`config.mk`:
```
export PLATFORM = sky130hd
export DESIGN_NAME = multi_button_debouncer
export DESIGN_NICKNAME = d
export VERILOG_FILES = /design/src/sv/mbd_pkg.sv /design/src/sv/mbd_lane.sv /design/src/sv/mbd_merge.sv /design/src/sv/multi_button_debouncer.sv
export SDC_FILE = /design/constraint.sdc
export NUM_CORES = 1
export LEC_CHECK = 0
export BUFFER_PORTS_ARGS = -buffer_cell sky130_fd_sc_hd__clkbuf_2
export CAP_MARGIN = 20
export CORE_MARGIN = 4
export CORE_UTILIZATION = 45
export CTS_CLUSTER_SIZE = 16
export DETAILED_ROUTE_END_ITERATION = 16
export SETUP_SLACK_MARGIN = 0.05
export SYNTH_ARGS = -nofsm -noshare
export SYNTH_HDL_FRONTEND = slang
export SYNTH_SLANG_ARGS = --single-unit
```
`constraint.sdc`:
```
create_clock -name i_clk -period 5 [get_ports i_clk]
set_clock_uncertainty 0.05 [all_clocks]
set_input_delay 0.5 -clock i_clk [delete_from_list [all_inputs] [get_ports i_clk]]
set_output_delay 0.5 -clock i_clk [all_outputs]
set_load 0.01 [all_outputs]
```
`src/sv/mbd_pkg.sv`:
```
`timescale 1ns / 1ps
`default_nettype none
// ----------------------------------------------------------------------------
// mbd_pkg
// Shared types and constants for the multi-button debouncer.
// ----------------------------------------------------------------------------
package mbd_pkg;

    localparam int FUNC_W  = 2;
    localparam int PIN_W   = 4;
    localparam int ID_W    = 2;
    localparam int DELAY_W = 16;
    localparam int CFG_W   = 16;
    localparam int CFG_IDX_W = 1;

    localparam logic [DELAY_W-1:0] ELAPSED_MAX   = '1;
    localparam logic [DELAY_W-1:0] DELAY_DEFAULT = 16'd40;

    localparam logic [CFG_IDX_W-1:0] REG_PRESS_DELAY   = 1'b0;
    localparam logic [CFG_IDX_W-1:0] REG_RELEASE_DELAY = 1'b1;

    typedef enum logic [FUNC_W-1:0] {
        FN_TICK          = 2'd0,
        FN_UPDATE        = 2'd1,
        FN_QUERY_PRESS   = 2'd2,
        FN_QUERY_RELEASE = 2'd3
    } t_func;

    typedef enum logic [1:0] {
        PH_UP   = 2'd0,
        PH_FALL = 2'd1,
        PH_DOWN = 2'd2,
        PH_RISE = 2'd3
    } t_phase;

    typedef struct packed {
        logic tick;
        logic update;
        logic clr_press;
        logic clr_release;
    } t_lane_ctrl;

endpackage
`default_nettype wire

```
`src/sv/mbd_lane.sv`:
```
`timescale 1ns / 1ps
`default_nettype none
// ----------------------------------------------------------------------------
// mbd_lane
// One button: four-phase debounce machine, settle timer and event latches.
// ----------------------------------------------------------------------------
module mbd_lane (
    input  wire logic                           i_clk,
    input  wire logic                           i_rst_n,
    input  wire mbd_pkg::t_lane_ctrl            i_ctrl,
    input  wire logic                           i_pin_high,
    input  wire logic [mbd_pkg::DELAY_W-1:0]    i_press_delay,
    input  wire logic [mbd_pkg::DELAY_W-1:0]    i_release_delay,
    output logic                                o_press_latch,
    output logic                                o_release_latch
);

    mbd_pkg::t_phase               r_phase, n_phase;
    logic [mbd_pkg::DELAY_W-1:0]   r_elapsed, n_elapsed;
    logic                          r_run, n_run;
    logic                          r_press, n_press;
    logic                          r_release, n_release;

    always_ff @(posedge i_clk) begin
        if (!i_rst_n) begin
            r_phase   <= mbd_pkg::PH_UP;
            r_elapsed <= '0;
            r_run     <= 1'b0;
            r_press   <= 1'b0;
            r_release <= 1'b0;
        end else begin
            r_phase   <= n_phase;
            r_elapsed <= n_elapsed;
            r_run     <= n_run;
            r_press   <= n_press;
            r_release <= n_release;
        end
    end

    always_comb begin
        n_phase   = r_phase;
        n_elapsed = r_elapsed;
        n_run     = r_run;
        n_press   = r_press && !i_ctrl.clr_press;
        n_release = r_release && !i_ctrl.clr_release;

        if (i_ctrl.tick) begin
            if (r_run && r_elapsed != mbd_pkg::ELAPSED_MAX) begin
                n_elapsed = r_elapsed + 1'b1;
            end
        end

        if (i_ctrl.update) begin
            case (r_phase)
                mbd_pkg::PH_UP: begin
                    if (!i_pin_high) begin
                        n_run   = 1'b0;
                        n_phase = mbd_pkg::PH_FALL;
                    end
                end
                mbd_pkg::PH_FALL: begin
                    if (!r_run) begin
                        n_run     = 1'b1;
                        n_elapsed = '0;
                    end else if (r_elapsed >= i_press_delay) begin
                        n_run = 1'b0;
                        if (!i_pin_high) begin
                            n_press = 1'b1;
                            n_phase = mbd_pkg::PH_DOWN;
                        end else begin
                            n_phase = mbd_pkg::PH_UP;
                        end
                    end
                end
                mbd_pkg::PH_DOWN: begin
                    if (i_pin_high) begin
                        n_run   = 1'b0;
                        n_phase = mbd_pkg::PH_RISE;
                    end
                end
                mbd_pkg::PH_RISE: begin
                    if (!r_run) begin
                        n_run     = 1'b1;
                        n_elapsed = '0;
                    end else if (r_elapsed >= i_release_delay) begin
                        n_run = 1'b0;
                        if (i_pin_high) begin
                            n_release = 1'b1;
                            n_phase   = mbd_pkg::PH_UP;
                        end else begin
                            n_phase = mbd_pkg::PH_DOWN;
                        end
                    end
                end
                default: begin
                    n_phase = mbd_pkg::PH_UP;
                end
            endcase
        end
    end

    assign o_press_latch   = r_press;
    assign o_release_latch = r_release;

endmodule
`default_nettype wire

```
`src/sv/mbd_merge.sv`:
```
`timescale 1ns / 1ps
`default_nettype none
// ----------------------------------------------------------------------------
// mbd_merge
// Combines the lane latches for a query and holds the result register.
// ----------------------------------------------------------------------------
module mbd_merge #(
    parameter int BUTTONS = 4
) (
    input  wire logic                        i_clk,
    input  wire logic                        i_rst_n,
    input  wire logic                        i_load,
    input  wire logic                        i_sel_release,
    input  wire logic [BUTTONS-1:0]          i_press_vec,
    input  wire logic [BUTTONS-1:0]          i_release_vec,
    input  wire logic                        i_out_ready,
    output logic                             o_out_valid,
    output logic                             o_found,
    output logic [mbd_pkg::ID_W-1:0]         o_button_id
);

    logic [BUTTONS-1:0]         vec;
    logic                       single;
    logic [mbd_pkg::ID_W-1:0]   who;
    logic                       r_valid;
    logic                       r_found;
    logic [mbd_pkg::ID_W-1:0]   r_id;

    always_comb begin
        vec    = i_sel_release ? i_release_vec : i_press_vec;
        single = (vec != '0) && ((vec & (vec - 1'b1)) == '0);
        who    = '0;
        for (int i = 0; i < BUTTONS; i++) begin
            if (vec[i]) begin
                who = who | mbd_pkg::ID_W'(i);
            end
        end
    end

    always_ff @(posedge i_clk) begin
        if (!i_rst_n) begin
            r_valid <= 1'b0;
        end else if (i_load) begin
            r_valid <= 1'b1;
        end else if (i_out_ready) begin
            r_valid <= 1'b0;
        end
    end

    always_ff @(posedge i_clk) begin
        if (i_load) begin
            r_found <= single;
            r_id    <= single ? who : '0;
        end
    end

    assign o_out_valid = r_valid;
    assign o_found     = r_found;
    assign o_button_id = r_id;

endmodule
`default_nettype wire

```
`src/sv/multi_button_debouncer.sv`:
```
`timescale 1ns / 1ps
`default_nettype none
// ----------------------------------------------------------------------------
// multi_button_debouncer
// Debounces BUTTONS active-low buttons, one lane per button, with a merge
// stage that answers press and release queries.
//
// Input channel (i_in_valid / o_in_ready): one item per transfer: a tick,
// an update with a pin sample, or a press or release query. An item is
// taken every cycle as long as the result register is empty or being read.
// Ticks and updates act on all lanes in the transfer cycle and give no
// result. A query clears the matching latches in that cycle and its result
// appears on o_out_valid in the cycle after. Throughput: one item per cycle
// while the output is not stalled, set by the single result register.
// Output channel (o_out_valid / i_out_ready): while the receiver stalls the
// result is held and only that one result is buffered; input is then
// refused until the result is taken.
// Configuration: i_cfg_we writes press delay (index 0) or release delay
// (index 1), both 40 after reset. Reset puts every button up, timers idle,
// latches clear, and empties the result register.
// ----------------------------------------------------------------------------
module multi_button_debouncer #(
    parameter int BUTTONS = 4
) (
    input  wire logic                            i_clk,
    input  wire logic                            i_rst_n,
    input  wire logic                            i_cfg_we,
    input  wire logic [mbd_pkg::CFG_IDX_W-1:0]   i_cfg_index,
    input  wire logic [mbd_pkg::CFG_W-1:0]       i_cfg_data,
    input  wire logic                            i_in_valid,
    output logic                                 o_in_ready,
    input  wire logic [mbd_pkg::FUNC_W-1:0]      i_func,
    input  wire logic [mbd_pkg::PIN_W-1:0]       i_pin_levels,
    output logic                                 o_out_valid,
    input  wire logic                            i_out_ready,
    output logic                                 o_found,
    output logic [mbd_pkg::ID_W-1:0]             o_button_id
);

    logic [mbd_pkg::DELAY_W-1:0] r_press_delay;
    logic [mbd_pkg::DELAY_W-1:0] r_release_delay;
    logic                        in_xfer;
    mbd_pkg::t_func              func;
    mbd_pkg::t_lane_ctrl         ctrl;
    logic [BUTTONS-1:0]          press_vec;
    logic [BUTTONS-1:0]          release_vec;
    logic                        is_query;

    always_ff @(posedge i_clk) begin
        if (!i_rst_n) begin
            r_press_delay   <= mbd_pkg::DELAY_DEFAULT;
            r_release_delay <= mbd_pkg::DELAY_DEFAULT;
        end else if (i_cfg_we) begin
            case (i_cfg_index)
                mbd_pkg::REG_PRESS_DELAY:   r_press_delay   <= i_cfg_data;
                mbd_pkg::REG_RELEASE_DELAY: r_release_delay <= i_cfg_data;
                default: ;
            endcase
        end
    end

    assign o_in_ready = !o_out_valid || i_out_ready;
    assign in_xfer    = i_in_valid && o_in_ready;
    assign func       = mbd_pkg::t_func'(i_func);

    always_comb begin
        ctrl.tick        = in_xfer && (func == mbd_pkg::FN_TICK);
        ctrl.update      = in_xfer && (func == mbd_pkg::FN_UPDATE);
        ctrl.clr_press   = in_xfer && (func == mbd_pkg::FN_QUERY_PRESS);
        ctrl.clr_release = in_xfer && (func == mbd_pkg::FN_QUERY_RELEASE);
        is_query         = ctrl.clr_press || ctrl.clr_release;
    end

    for (genvar g = 0; g < BUTTONS; g++) begin : g_lane
        logic pin_high;
        if (g < mbd_pkg::PIN_W) begin : g_pin
            assign pin_high = i_pin_levels[g];
        end else begin : g_nopin
            assign pin_high = 1'b0;
        end

        mbd_lane u_lane (
            .i_clk           (i_clk),
            .i_rst_n         (i_rst_n),
            .i_ctrl          (ctrl),
            .i_pin_high      (pin_high),
            .i_press_delay   (r_press_delay),
            .i_release_delay (r_release_delay),
            .o_press_latch   (press_vec[g]),
            .o_release_latch (release_vec[g])
        );
    end

    mbd_merge #(
        .BUTTONS (BUTTONS)
    ) u_merge (
        .i_clk         (i_clk),
        .i_rst_n       (i_rst_n),
        .i_load        (is_query),
        .i_sel_release (ctrl.clr_release),
        .i_press_vec   (press_vec),
        .i_release_vec (release_vec),
        .i_out_ready   (i_out_ready),
        .o_out_valid   (o_out_valid),
        .o_found       (o_found),
        .o_button_id   (o_button_id)
    );

    a_query_gives_result: assert property (@(posedge i_clk) disable iff (!i_rst_n)
        is_query |=> o_out_valid)
        else $error("query transfer did not produce a result");

    a_press_cleared: assert property (@(posedge i_clk) disable iff (!i_rst_n)
        ctrl.clr_press |=> (press_vec == '0))
        else $error("press latches not cleared by press query");

    a_release_cleared: assert property (@(posedge i_clk) disable iff (!i_rst_n)
        ctrl.clr_release |=> (release_vec == '0))
        else $error("release latches not cleared by release query");

    a_id_zero_when_none: assert property (@(posedge i_clk) disable iff (!i_rst_n)
        (o_out_valid && !o_found) |-> (o_button_id == '0))
        else $error("button id nonzero without a found button");

endmodule
`default_nettype wire

```
After elaboration in Yosys (flattened, before gate mapping)

Cells that the tools add are included.

Muxes and demuxes: 126
Bitwise operators: 2
Equal/unequal tests: 43
$add $sub $neg: 5
Reductions and logical operators: 45
Order comparisons: 8

Operators with widths:

| cell                                              | count |
|---|---|
| 2-to-1 mux 16 bit                                 | 20 |
| greater-or-equal comparator 16 bit                | 8 |
| 2-to-1 mux 1 bit                                  | 67 |
| adder 16 x 1 -> 16 bit (second input constant)    | 4 |
| != test 16 bit (second input constant)            | 4 |
| 2-to-1 mux 2 bit                                  | 30 |
| != test 2 x 1 -> 1 bit (second input constant)    | 16 |
| one-hot mux 2 bit (4 select lines)                | 4 |
| AND reduction 7 bit                               | 4 |
| == test 2 bit (second input constant)             | 10 |
| logical AND 1 bit                                 | 18 |
| != test 2 bit (second input constant)             | 8 |
| one-hot mux 1 bit (4 select lines)                | 4 |
| AND reduction 3 bit                               | 4 |
| == test 2 x 1 -> 1 bit (second input constant)    | 5 |
| zero test 2 bit                                   | 5 |
| OR reduction 2 bit                                | 4 |
| AND 4 bit                                         | 1 |
| zero test 4 bit                                   | 1 |
| 2-to-1 mux 4 bit                                  | 1 |
| AND reduction 2 bit                               | 2 |
| nonzero test 4 bit                                | 1 |
| subtractor 4 x 1 -> 4 bit (second input constant) | 1 |
| zero test 1 bit                                   | 3 |
| other kinds (3)                                   | 4 |

Input bits: 28
Logic and storage cells: 254
Register bits after elaboration: 120
Output and inout bits: 5

Depth between registers and ports, before layout

Gate-level depths: netlist of the first run.

Word-level depth: 11
Depth in mapped cells: 8
Gate-level depth less buffers: 8

Hierarchy

From an unflattened synthesis of the first run, not the netlist that was laid out.

Cells, all modules: 1046
Area total of the unflattened synthesis: 8874.8 um^2

Modules (own cells, without submodules):

| module                           | times used | cells each | area each (um^2) | sequential area each (um^2) |
|---|---|---|---|---|
| mbd_lane at g_lane[0].u_lane ... | 3          | 221        | 1830.5           | 420.4 |
| mbd_lane at g_lane[3].u_lane     | 1          | 231        | 1818.0           | 420.4 |
| multi_button_debouncer           | 1          | 133        | 1300.0           | 640.6 |
| mbd_merge                        | 1          | 19         | 265.3            | 110.1 |

Least setup slack after synthesis of the first run

Ideal clock, no wire load.

Path kind: reg2reg
From: register r_release_delay[15] (netlist bit)
To: register (tool-made name)
Setup time: 0.122 ns
Clock period less this slack: 2.186 ns
Arrival time: 2.014 ns
Slack: 2.814 ns
Buffers on the path: 0
Data required time: 4.828 ns
Stages on the path, launching flop included: 9
Cell sequence: dfxtp_1 > inv_1 > ha_1 > nand4_2 > nor3_2 > or4b_4 > a41oi_2 > a31oi_1 > o311a_1

RTL lines:

| what                   | RTL line                     | source |
|---|---|---|
| from (decl)            | multi_button_debouncer.sv:41 | `logic [mbd_pkg::DELAY_W-1:0] r_release_delay;` |
| from (signal assigned) | multi_button_debouncer.sv:52 | `r_release_delay <= mbd_pkg::DELAY_DEFAULT;` |
| from (signal assigned) | multi_button_debouncer.sv:56 | `mbd_pkg::REG_RELEASE_DELAY: r_release_delay <= i_cfg_data;` |

Worst setup path after layout of the first run

From: register r_press_delay[0] (netlist bit)
To: register g_lane[1].u_lane.r_run

Cells in the longest elaborated chain, start to end: 4

RTL lines:

| what                               | RTL line                     | source |
|---|---|---|
| from (decl)                        | multi_button_debouncer.sv:40 | `logic [mbd_pkg::DELAY_W-1:0] r_press_delay;` |
| from (signal assigned)             | multi_button_debouncer.sv:51 | `r_press_delay <= mbd_pkg::DELAY_DEFAULT;` |
| from (signal assigned)             | multi_button_debouncer.sv:55 | `mbd_pkg::REG_PRESS_DELAY: r_press_delay <= i_cfg_data;` |
| greater-or-equal comparator 16 bit | mbd_lane.sv:65               | `end else if (r_elapsed >= i_press_delay) begin` |
| 2-to-1 mux 1 bit                   | mbd_lane.sv:65               |  |
| 2-to-1 mux 1 bit                   | mbd_lane.sv:62               | `if (!r_run) begin` |
| one-hot mux 1 bit (4 select lines) | mbd_lane.sv:54               | `case (r_phase)` |
| to (signal assigned)               | mbd_lane.sv:34               | `r_run <= n_run;` |
| to (decl)                          | mbd_lane.sv:20               | `logic r_run, n_run;` |

No other way between the ends.
A chain may end at the register's enable or synchronous reset.

==> flow_summary_export.csv, run 1 <==
group,metric,value,unit
yosys,syn_area_per_cell,8.545,um2
clock_tree,root_buffer,"clkbuf_16",
drt,drt.antenna.violating_nets,0,
run_status,status,"completed",
power,p_leak,3.910,nW
grt,grt_util_met3,4.990,%
layout,ff_latch_area,2432,um2
yosys,synthDistinctLibCells,66,
min_path,hold_end,"r_release_delay[4]",
grt,top_usage_layer,"met2",
power,vdd_drop_max,0.2238,mV
yosys,netlist_area,8160,um2
yosys,ys_warn_count,0,
die,die_y,142.7,um
drt,num_vias,6844,
critical_path,max_stage_delay,590,ps
drt,first_pass_iters,5,
yosys,syn-instance-count,955,
grt,antenna_found_initial,0,
critical_path,r2r-start,"r_press_delay[0]",
clock_tree,cts.sinks,120,
drt,drt-initial-drc-count,472,
critical_path,rr_worst_depth,7,
yosys,ys_seq_area_share,29.81,%
sta,clock.fmax,381.0,MHz
layout,layout.cells.non_filler,1228,
die,dieArea,20350,um2
clock_tree,h-tree-depth,4,
yosys,async_flop_share,0,%
clock_tree,tritoncts,"done",
grt,grt_pass1_vias,6510,
critical_path,crit_arrival,2940,ps
die,die_x,142.7,um
grt,grt_usage,22.16,%
die,rows,48,
grt,met2_usage,34.97,%
layout,insertedDiodeCount,0,
clock_tree,cts_made_buffers,17,
layout,drive_above_1_share,8.774,%
sta,max_slew.worst_pin.slew,707.7,ps
layout,nFillCells,1709,
die,start_util,46.53,%
yosys,syn_nets,1115,
sta,setup_violations,0,
sta,fin_setup_tns,0,ps
placed_design,hpwl,16370,um
clock_tree,clk_path_buf_depth,2,
yosys,yosys-top-cells-count,"ha_1, nand2_1, dfxtp_1, nor2_1, inv_1",
critical_path,cp-end-kind,"flip-flop",
critical_path,cp-start-kind,"flip-flop",
yosys,synth_edf_count,3,
clock_tree,cts_resized,0,
layout,multi_input_area,5453,um2
placed_design,place_inst,1194,
drt,wl,21800,um
clock_tree,clk_latency,420,ps
grt,grt_start_max_net_pins,62,
power,pwr_density_cell,267.4,nW/um2
sta,slew_viol_final,0,
min_path,hp-start,"i_cfg_data[4]",
grt,grt_pass1_wl,34950,um
critical_path,crit_type,"reg -> reg",
min_path,min_path_type,"in -> reg",
critical_path,path_cells,"ha_1 -> nand2b_1 -> a2111oi_0 -> nor4_1 -> nor4_1 -> a2bb2oi_1 -> a32o_1",
die,core_region_area,17540,um2
yosys,netlist_top_cells_area,"dfxtp_1, ha_1, nand2_1",
layout,areaGrowthSynthToFinish,12.40,%
sta,relSlewSlack,52.54,%
flow_run,cap_violations,0,
placed_design,numPortBuffers,32,
yosys,synth_ff_type,"dfxtp_1",
yosys,synth.most_common_cell,"ha_1",
grt,overflow,0,
drt,drc_errors,0,
clock_tree,holdBufCountCts,0,
min_path,min_path_cells,3,
critical_path,crit_fanout,5,
clock_tree,cts.reportedPaths.clkPinSlew,60,ps
yosys,yosysTopAreaCellShare,28.70,%
drt,wl_per_cell,17.75,um
critical_path,crit_path_top_delay_cell,"nor4_1",
sta,period_share,52.49,%
critical_path,worstReg2RegEnd,"g_lane[1].u_lane.r_run",
sta,hold_violations,0,
drt,vias_per_cell,5.573,
die,pin_count,33,
yosys,synth_top_cell_by_area,"dfxtp_1",
yosys,ys_seq_elements,120,
critical_path,worst_ep_required_time,5310,ps
grt,use_met1,30.13,%
clock_tree,cts_setup_buffers,0,
placed_design,gp_congestion,0.8462,
layout,utilization,52.30,%
sta,rsz0062_at_grt,"false",
sta,period_minus_slack,2624,ps
layout,fin_nets,1150,
critical_path,rrSetupSlack,2380,ps
critical_path,crit_top_cell,"nor4_1",
-- critical path, delay by kind of cell (launching register included) --
| kind | cells | cell delay, ps |
|---|---|---|
| adder cells (fa/ha/maj) | 1 | 290 |
| flip-flops | 1 | 500 |
| AND/OR/NAND/NOR | 3 | 840 |
| AO/OA/AOI/OAI | 3 | 880 |
-- stage by stage --
stage | total power [W] | area [um2] | hold WS, ps | setup WS, ps
CTS | 0.002467 | 9158 | 264.7 | 2358
finish | 0.002453 | 9173 | 271.8 | 2376
detailed placement | 0.001198 | 8541 | 407.5 | 2103
global route | 0.002544 | 9173 | 272.2 | 2108
global placement | 0.001196 | 8541 | 402.5 | 2188
floorplan | 0.001129 | 8160 | 392.8 | 2814
-- cells by family after synthesis --
logic type	Yosys count	share of synthesized area, %
compound gates	189	16.39
simple gates	371	22.34
flops	120	29.81
fa+ha+maj	132	20.24
xor+xnor	64	6.869
buf+inv	71	3.373
mux	8	0.9813
-- worst max path at each step --
| stage | from | endpoint | slack, ps |
|---|---|---|---|
| final | r_press_delay[0] | g_lane[1].u_lane.r_run | 2380 |
| after floorplan | r_release_delay[15] | flip-flop | 2810 |
| after detailed placement | i_out_ready | g_lane[1].u_lane.r_elapsed[11] | 2100 |
| after global placement | i_out_ready | g_lane[1].u_lane.r_elapsed[4] | 2190 |
| after CTS | r_press_delay[0] | g_lane[1].u_lane.r_run | 2360 |
| after global routing | r_press_delay[0] | g_lane[1].u_lane.r_run | 2110 |
-- area by class of cell --
| class | count | share of cell area, % |
|---|---|---|
| Multi-Input combinational cell | 764 | 59.45 |
| Sequential cell | 120 | 26.52 |
| Clock buffer | 20 | 5.211 |
| Tap cell | 225 | 3.069 |
| Timing Repair Buffer | 38 | 2.237 |
| Inverter | 49 | 2.005 |
| Clock inverter | 12 | 1.514 |
-- flip-flops by register name, indices dropped and copies added, names as in the netlist, named ones only --
| signal | count |
|---|---|
| g_lane.u_lane.r_phase | 4 |
| g_lane.u_lane.r_run | 4 |
| u_merge.o_out_valid | 1 |
| g_lane.u_lane.o_press_latch | 4 |
| u_merge.o_button_id | 2 |
| u_merge.o_found | 1 |
| g_lane.u_lane.r_elapsed | 64 |
| r_press_delay | 16 |
| r_release_delay | 16 |
| g_lane.u_lane.o_release_latch | 4 |
-- layout by cell type (no fill, tap or decap), types with 4 or more instances in the layout --
| cell | synthesis | final |
|---|---|---|
| a2111oi_0 | 4 | 4 |
| a211oi_1 | 11 | 11 |
| a21boi_0 | 35 | 35 |
| a21o_1 | 8 | 8 |
| a21oi_1 | 41 | 41 |
| a31oi_1 | 6 | 6 |
| and2_1 | 10 | 10 |
| and3_1 | 20 | 20 |
| and4_1 | 9 | 9 |
| buf_4 | 0 | 6 |
| clkbuf_16 | 0 | 18 |
| clkbuf_2 | 0 | 32 |
| clkinvlp_4 | 0 | 4 |
| dfxtp_1 | 117 | 117 |
| ha_1 | 132 | 132 |
| inv_1 | 49 | 49 |
| mux2i_1 | 8 | 8 |
| nand2_1 | 125 | 125 |
| nand2b_1 | 10 | 10 |
| nand3_1 | 28 | 28 |
| nand4_1 | 42 | 42 |
| nor2_1 | 84 | 84 |
| nor2b_1 | 11 | 11 |
| nor3_1 | 8 | 8 |
| nor4_1 | 5 | 5 |
| o211a_1 | 6 | 6 |
| o211ai_1 | 7 | 7 |
| o21a_1 | 7 | 7 |
| o21ai_0 | 25 | 25 |
| o21ai_1 | 4 | 4 |
| or3_1 | 4 | 4 |
| xnor2_1 | 22 | 22 |
| xor2_1 | 42 | 42 |
-- where the power goes --
| part | switching (W) | internal, W | total [W] |
|---|---|---|---|
| Sequential | 0.00000959 | 0.000975 | 0.000985 |
| Clock | 0.000478 | 0.000794 | 0.00127 |
| Combinational | 0.000127 | 0.0000684 | 0.000196 |
| Total | 0.000615 | 0.00184 | 0.00245 |
-- routing by layer --
metal	vias to the layer above	share of wire, %
met5	-	0
met4	0	2.4
met3	38	3.8
met2	127	45
met1	3151	49
li1	3528	-
No activity file was read; power rests on OpenSTA's default activity.
==> run 2, diff against run 1 <==
- ABC_AREA: unset -> 1
- clock period: 5 -> 2.15 ns (I/O delays scaled with it)
==> flow_summary_export.csv, run 2 <==
group,metric,value,unit
run_status,status,"completed",
sta,slew_viol_final,0,
min_path,min_path_type,"in -> reg",
power,p_sw,0.001504,W
clock_tree,cts.reportedPaths.clkPinSlew,50,ps
sta,rsz0062_at_grt,"false",
die,rows,51,
clock_tree,root_buffer,"clkbuf_16",
die,dieArea,22090,um2
critical_path,crit_type,"reg -> reg",
power,pwr-share-clk,44.8,%
power,switching_share,27.13,%
yosys,syn_area_per_cell,6.794,um2
flow_run,cap_violations,0,
layout,post-route-cell-area,10100,um2
sta,clock.fmax,516.6,MHz
sta,setup_violations,0,
power,pwr-share-comb,13.1,%
grt,grt_pass1_vias,7355,
layout,largest_reg_flops,64,
grt,antenna_found_initial,0,
layout,insertedDiodeCount,0,
power,pwr_density_cell,548.7,nW/um2
yosys,synth.most_common_cell,"nand2_1",
critical_path,worst_ep_required_time,2390,ps
critical_path,cp-start-kind,"flip-flop",
yosys,ys_seq_elements,120,
critical_path,crit_fanout,7,
sta,hold_violations,0,
placed_design,place_inst,1598,
yosys,yosysTopAreaCellShare,26.32,%
grt,grt_start_max_net_pins,42,
clock_tree,cts_made_buffers,17,
die,die_y,148.6,um
yosys,ys_warn_count,0,
yosys,netlist_area,8900,um2
sta,period_minus_slack,1936,ps
grt,grt_usage,20.94,%
clock_tree,cts.sinks,120,
yosys,synthDistinctLibCells,35,
grt,grt_pass1_wl,36820,um
layout,final_common_cell,"nand2_1",
drt,wl,23040,um
grt,overflow,0,
yosys,syn-instance-count,1310,
layout,layout.cells.non_filler,1636,
placed_design,dpl_worst_slack,125.8,ps
clock_tree,h-tree-depth,4,
drt,wl_per_cell,14.08,um
power,p_leak,4.713,nW
layout,top_regs,"g_lane.u_lane.r_elapsed: 64 flops, r_press_delay: 16 flops, r_release_delay: 16 flops",
yosys,async_flop_share,0,%
drt,drt-initial-drc-count,409,
clock_tree,clk_latency,410,ps
critical_path,cp-end-kind,"flip-flop",
die,core_region_area,19460,um2
layout,largest_register,"g_lane.u_lane.r_elapsed",
critical_path,crit_arrival,2170,ps
sta,relSlewSlack,42.88,%
die,pin_count,33,
layout,drive_above_1_share,10.07,%
drt,first_pass_iters,5,
sta,setup_slack,214.1,ps
drt,drc_errors,0,
yosys,synth_ff_type,"dfxtp_1",
yosys,synth_top_cell_by_area,"dfxtp_1",
drt,vias_per_cell,5.020,
power,intPower,0.004038,W
die,die_x,148.6,um
sta,max_slew.worst_pin.slew,855.8,ps
yosys,ys_seq_area_share,27.33,%
clock_tree,clk_path_buf_depth,2,
yosys,yosys-top-cells-count,"nand2_1, inv_1, nor2_1, ha_1, dfxtp_1",
placed_design,placed_area,9361,um2
layout,fin_nets,1522,
placed_design,hpwl,17750,um
yosys,syn_nets,1470,
drt,num_vias,8212,
clock_tree,tritoncts,"done",
yosys,synth_edf_count,3,
yosys,netlist_top_cells_area,"dfxtp_1, ha_1, nand2_1",
placed_design,gp_congestion,0.8625,
sta,period_share,90.04,%
power,power_frac_seq,42.1,%
layout,areaGrowthSynthToFinish,13.50,%
sta,fin_setup_tns,0,ps
drt,drt.antenna.violating_nets,0,
placed_design,numPortBuffers,32,
power,power,0.005542,W
power,vdd_drop_max,0.5197,mV
layout,final_cell_mix,"nand2_1, inv_1, nor2_1",
die,start_util,45.73,%
-- run 2: cells by family (layout without fill, tap and decap cells) --
logic type / Yosys count / count (layout) / synth area share (%)
AO/OA/AOI/OAI: 200 / 200 / 11.80
buffers and inverters: 204 / 265 / 8.885
XOR/XNOR: 36 / 36 / 3.543
AND/OR/NAND/NOR: 618 / 618 / 29.89
flip-flops: 120 / 120 / 27.33
adder cells (fa/ha/maj): 132 / 132 / 18.56
-- run 2: critical path, stage by stage (launching register included) --
cell and delay [ps]:
dfxtp_1 440, ha_1 270, nand3_1 120, nor3_1 180, nand3_1 90, nand2_1 160, nor2_4 90, buf_4 150
nand3_1 70, xor2_1 150, nor2_1 50
-- run 2: power by group through the flow --
stage	registers (W)	logic, W	clock network [W]
after floorplan	0.00236	0.000491	0
after global placement	0.00237	0.000679	0
after detailed placement	0.00237	0.000692	0
final	0.00233	0.000727	0.00248
after CTS	0.00233	0.000700	0.00253
after global routing	0.00234	0.000842	0.00262
-- run 2: metrics by stage --
stage	hold WS (ps)	utilization [%]
detailed placement	407.2	48.10
CTS	33.98	50.79
finish	45.20	51.90
global route	42.99	51.90
global placement	403.7	48.10
floorplan	295.4	-
-- run 2: routing by layer --
layer  vias up  track usage (%)  share of wire, %
li1       4377                -                 -
met1      3687            28.78                50
met2       121            33.73                45
met3        27            3.595               3.0
met4         0            6.328               2.2
met5         -                0                 0
-- run 2: path summary, 6_finish.rpt --
| check | start | end | slack (ps) | depth (start not counted) |
|---|---|---|---|---|
| worst max-delay path | g_lane[1].u_lane.r_elapsed[1] | g_lane[1].u_lane.r_elapsed[10] | 210 | 10 |
| worst min-delay path | i_cfg_data[4] | r_press_delay[4] | 50 | 3 |
| worst max register to register | g_lane[1].u_lane.r_elapsed[1] | g_lane[1].u_lane.r_elapsed[10] | 210 | 10 |
| worst min register to register | g_lane[2].u_lane.o_press_latch | g_lane[2].u_lane.o_press_latch | 410 | 2 |
-- run 2: what timing repair did --
action / 4_1_cts / 5_1_grt
endpoints found under the setup margin: 0 / 21
gates resized for setup: 0 / 37
hold endpoints to repair: 5 / 0
hold buffers: 3 / 0
setup buffers: 0 / 7
-- run 2: cell type report --
cell class,count,area (um2)
inverters,188,715.7
clock inverters,6,30.03
flip-flops and latches,120,2441
fillers,1982,9361
multi-input cells,986,5798
well taps,265,331.6
clock buffers,22,464.2
repair buffers,49,320.3
